`src/hdl/tkh_pkg.sv`:
```
// Shared types and constants for the top-k min-heap.
package tkh_pkg;

  localparam int unsigned SCORE_W = 32;
  localparam int unsigned TAG_W   = 32;
  localparam int unsigned TOPK_W  = 7;

  localparam logic [TOPK_W-1:0] TOPK_RESET = 7'd64;

  localparam logic ACT_INSERT = 1'b0;
  localparam logic ACT_DELETE = 1'b1;

  // One heap record.
  typedef struct packed {
    logic signed [SCORE_W-1:0] score;
    logic        [TAG_W-1:0]   tag;
  } entry_t;

  // Sibling pair stored in one row of a level cell.
  typedef struct packed {
    entry_t left;
    entry_t right;
  } pair_t;

  // Command broadcast from the sequencer to the row of level cells.
  typedef struct packed {
    logic   rd;
    logic   wr;
    logic   half;
    entry_t data;
  } cell_cmd_t;

  typedef enum logic [3:0] {
    ST_IDLE,
    ST_UP_RD,
    ST_UP_CMP,
    ST_CHECK,
    ST_REM_START,
    ST_REM_WAIT,
    ST_DN_RD,
    ST_DN_CMP,
    ST_FINISH
  } state_t;

endpackage

```
`src/hdl/tkh_level_cell.sv`:
```
// One heap level: sibling-pair storage with registered read, on the read-return chain.
module tkh_level_cell #(
  parameter int unsigned LEVEL      = 1,
  parameter int unsigned LEVEL_BITS = 3,
  parameter int unsigned ROW_BITS   = 5
) (
  input  logic                  clk,
  input  logic                  rst,
  input  tkh_pkg::cell_cmd_t    cmd,
  input  logic [LEVEL_BITS-1:0] sel_level,
  input  logic [ROW_BITS-1:0]   row,
  input  tkh_pkg::pair_t        rd_in,
  output tkh_pkg::pair_t        rd_out
);

  localparam int unsigned AW    = (LEVEL > 1) ? LEVEL - 1 : 1;
  localparam int unsigned DEPTH = 1 << AW;

  tkh_pkg::entry_t mem_l [DEPTH];
  tkh_pkg::entry_t mem_r [DEPTH];
  tkh_pkg::pair_t  rd_q;
  logic            rd_hit;
  logic            hit;
  logic [AW-1:0]   addr;

  assign hit  = (sel_level == LEVEL_BITS'(LEVEL));
  assign addr = row[AW-1:0];

  always_ff @(posedge clk) begin
    if (hit && cmd.wr) begin
      if (cmd.half) begin
        mem_r[addr] <= cmd.data;
      end else begin
        mem_l[addr] <= cmd.data;
      end
    end
    if (hit && cmd.rd) begin
      rd_q.left  <= mem_l[addr];
      rd_q.right <= mem_r[addr];
    end
  end

  always_ff @(posedge clk) begin
    if (rst) begin
      rd_hit <= 1'b0;
    end else begin
      rd_hit <= hit && cmd.rd;
    end
  end

  // Pass the upstream read data along unless this level answered.
  assign rd_out = rd_hit ? rd_q : rd_in;

endmodule

```
`config.mk`:
```
export PLATFORM = sky130hd
export DESIGN_NAME = tkh_level_cell
export DESIGN_NICKNAME = d
export VERILOG_FILES = /design/src/hdl/tkh_pkg.sv /design/src/hdl/tkh_level_cell.sv
export SDC_FILE = /design/constraint.sdc
export NUM_CORES = 1
export LEC_CHECK = 0
export ABC_AREA = 1
export ABC_CLOCK_PERIOD_IN_PS = 8700
export BUFFER_PORTS_ARGS = -buffer_cell sky130_fd_sc_hd__buf_2
export CAP_MARGIN = 20
export CELL_PAD_IN_SITES_DETAIL_PLACEMENT = 1
export CELL_PAD_IN_SITES_GLOBAL_PLACEMENT = 1
export CORE_UTILIZATION = 44
export DETAILED_ROUTE_END_ITERATION = 8
export PLACE_DENSITY_LB_ADDON = 0.1
export SYNTH_ARGS = -nofsm -noshare
export SYNTH_HDL_FRONTEND = slang
export SYNTH_SLANG_ARGS = --single-unit
```
`constraint.sdc`:
```
create_clock -name clk -period 8.7 [get_ports clk]
set_clock_uncertainty 0.05 [all_clocks]
set_input_delay 0.87 -clock clk [delete_from_list [all_inputs] [get_ports clk]]
set_output_delay 0.87 -clock clk [all_outputs]
set_load 0.05 [all_outputs]
```
==> results.yml <==
floorplanning:
  io_pins: 333
  die_w_um: 185
  fp.coreArea_um2: 32800
  dieHeight_um: 185
  row_count: 66
  die_area_um2: 34400
  start_util: 0.451
clock_network:
  hold_buffers: 0
  post_cts.repair.setup_buffers: 0
  h-tree-depth: 2
  cts_buffers: 41
  insertion_delay_ns: 0.52
  cts.sinks: 385
  cts_tree: "built"
  post_cts_resize_count: 0
  cts_root_buf: "clkbuf_16"
  clockBufferDepth: 3
  clk_pin_slew_ns: 0.06
place:
  io_buffers: 328
  place_congestion: 0.718
  hpwlAfterDp_um: 19800
power:
  irDropWorstVdd_mv: 0.126
  internal_power_mw: 3.17
  seqPwrFrac: 0.507
  switchingPower_mw: 0.909
  p_comb_frac: 0.078
  power_density_nw_per_um2: 225
  switching_share: 0.223
  p_clk_frac: 0.416
  p_leak_nw: 7.13
layout:
  fillers: 3271
  finalNetCount: 1497
  layout-drive-gt1-share: 0.402
  final_cell_mix: "nand2_1, edfxtp_1, buf_2, mux2_2, clkbuf_16"
  syn_to_final_growth_pct: 22.6
  layout_commonest_cell: "nand2_1"
sta:
  clock.fmax_ghz: 0.264
  finalHoldViolations: 0
  max_slew.worst_pin.slew_ns: 1.09
  whs_ns: 0.453
  slew_headroom: 0.270
  finalMaxSlewViolations: 0
  finalCritPeriodShare: 0.435
  setup-tns-final_ns: 0
  timing.final.crit_period_ns: 3.78
  rsz0062_at_grt: "no"
  finalSetupViolCount: 0
logic_synthesis:
  syn-cell-area_um2: 14800
  synth_nets: 1160
  synth-seq-area-share: 0.781
  syn_avg_cell_area_um2: 15.5
  synth_cells: 955
  synth_cell_types: 13
  yosysWarnings: 0
  ys_ff_latch: 385
worst_setup_path:
  start_kind: "register"
  crit_required_ns: 7.78
  crit_start: "rd_hit"
  worstPathMaxFanout: 73
  worstPathArrival_ns: 2.86
  critPathCaptureType: "output port"
  timing.rr.start: "mem_r[1][8]"
  criticalPathCategory: "reg2out"
route:
  totalWireLength_um: 32500
  ant_nets: 0
  drtIter0Drc: 378
  vias: 8506
  wire_per_inst_um: 18.4
  drc: 0
  drt-pass1-iter-count: 4
  via_per_inst: 4.81
grt:
  overflow: 0
  grt_usage: 0.186
  grt_start_max_net_pins: 74
  antenna_found_initial: 4
  grt_pass1_wl_um: 47700
  grt_pass1_vias: 8587
min_path:
  hold_path.class: "in2reg"
  min_from: "rst"
status:
  outcome: "finished, final reports clean"
flow_run:
  maxCapViolCount: 0
[synth_stat cells]
| cell | count | area share |
|---|---|---|
| nor2_1 | 6 | 0.0015 |
| clkbuf_1 | 5 | 0.0013 |
| inv_1 | 4 | 0.0010 |
| nor3_1 | 1 | 0.00034 |
| nand4_1 | 2 | 0.00085 |
| inv_2 | 1 | 0.00025 |
| buf_6 | 13 | 0.0099 |
| edfxtp_1 | 384 | 0.78 |
| dfxtp_1 | 1 | 0.0014 |
| buf_4 | 2 | 0.0010 |
| nand2_1 | 385 | 0.098 |
| mux2_2 | 128 | 0.097 |
| buf_2 | 23 | 0.0078 |
[state kept, by name, summed over array words and instances, names as in the netlist]
signal	count
mem_r	128
rd_hit	1
mem_l	128
rd_q	128
[worst paths after layout]
path	to	slack, ns	cells past startpoint
worst min-delay path	rd_hit	0.45	2
worst min register to register	rd_q[40]	0.46	2
worst max register to register	rd_q[8]	7.85	2
worst max-delay path	rd_out[99]	4.92	3
[worst max-delay path, cell delays in order (launching register included)]
cell,delay [ns]
dfxtp_4,0.81
buf_4,0.81
mux2_2,0.42
buf_2,0.21
[metrics by stage]
stage          instance area (µm²)  instances  worst slack, ns  power [mW]  utilization
2_1_floorplan                14800        955             1.60        2.32            -
3_3_place_gp                 16800       1691             4.55        2.42        0.513
3_5_place_dp                 16800       1691             4.57        2.43        0.513
4_1_cts                      18100       1764             4.87        4.12        0.553
5_1_grt                      18100       1764             4.78        4.21        0.553
6_report                     18100       1767             4.92        4.08        0.553
[per-layer routing]
layer / routed length (µm) / vias to the layer above / GRT usage / share of wire
li1: - / 4072 / - / -
met4: 624 / 4 / 0.0526 / 0.019
met1: 13200 / 4133 / 0.227 / 0.41
met5: 25 / - / 0 / 0.00077
met2: 16800 / 246 / 0.335 / 0.52
met3: 1860 / 51 / 0.0360 / 0.057
[layout make-up]
| cell class | instances | area [µm²] | area share |
|---|---|---|---|
| Antenna cell | 3 | 7.51 | 0.000414 |
| Clock inverter | 26 | 224 | 0.0124 |
| Timing Repair Buffer | 337 | 1710 | 0.0944 |
| Sequential cell | 385 | 11600 | 0.637 |
| Tap cell | 442 | 553 | 0.0305 |
| Clock buffer | 47 | 1090 | 0.0602 |
| Multi-Input combinational cell | 522 | 2960 | 0.164 |
| Inverter | 5 | 21.3 | 0.00117 |
[power groups by stage]
| stage | registers, mW | logic (mW) | clock network, mW |
|---|---|---|---|
| after floorplan | 2.11 | 0.217 | 0 |
| after global placement | 2.11 | 0.311 | 0 |
| after detailed placement | 2.11 | 0.321 | 0 |
| after CTS | 2.07 | 0.322 | 1.73 |
| after global routing | 2.07 | 0.341 | 1.80 |
| final | 2.07 | 0.317 | 1.70 |
[logic make-up after synthesis]
family                 after synthesis  share of synthesized area
flip-flops                         385                      0.781
multiplexers                       128                     0.0974
AND/OR/NAND/NOR                    394                      0.100
buffers and inverters               48                     0.0212
No activity file was read; power rests on OpenSTA's default activity.
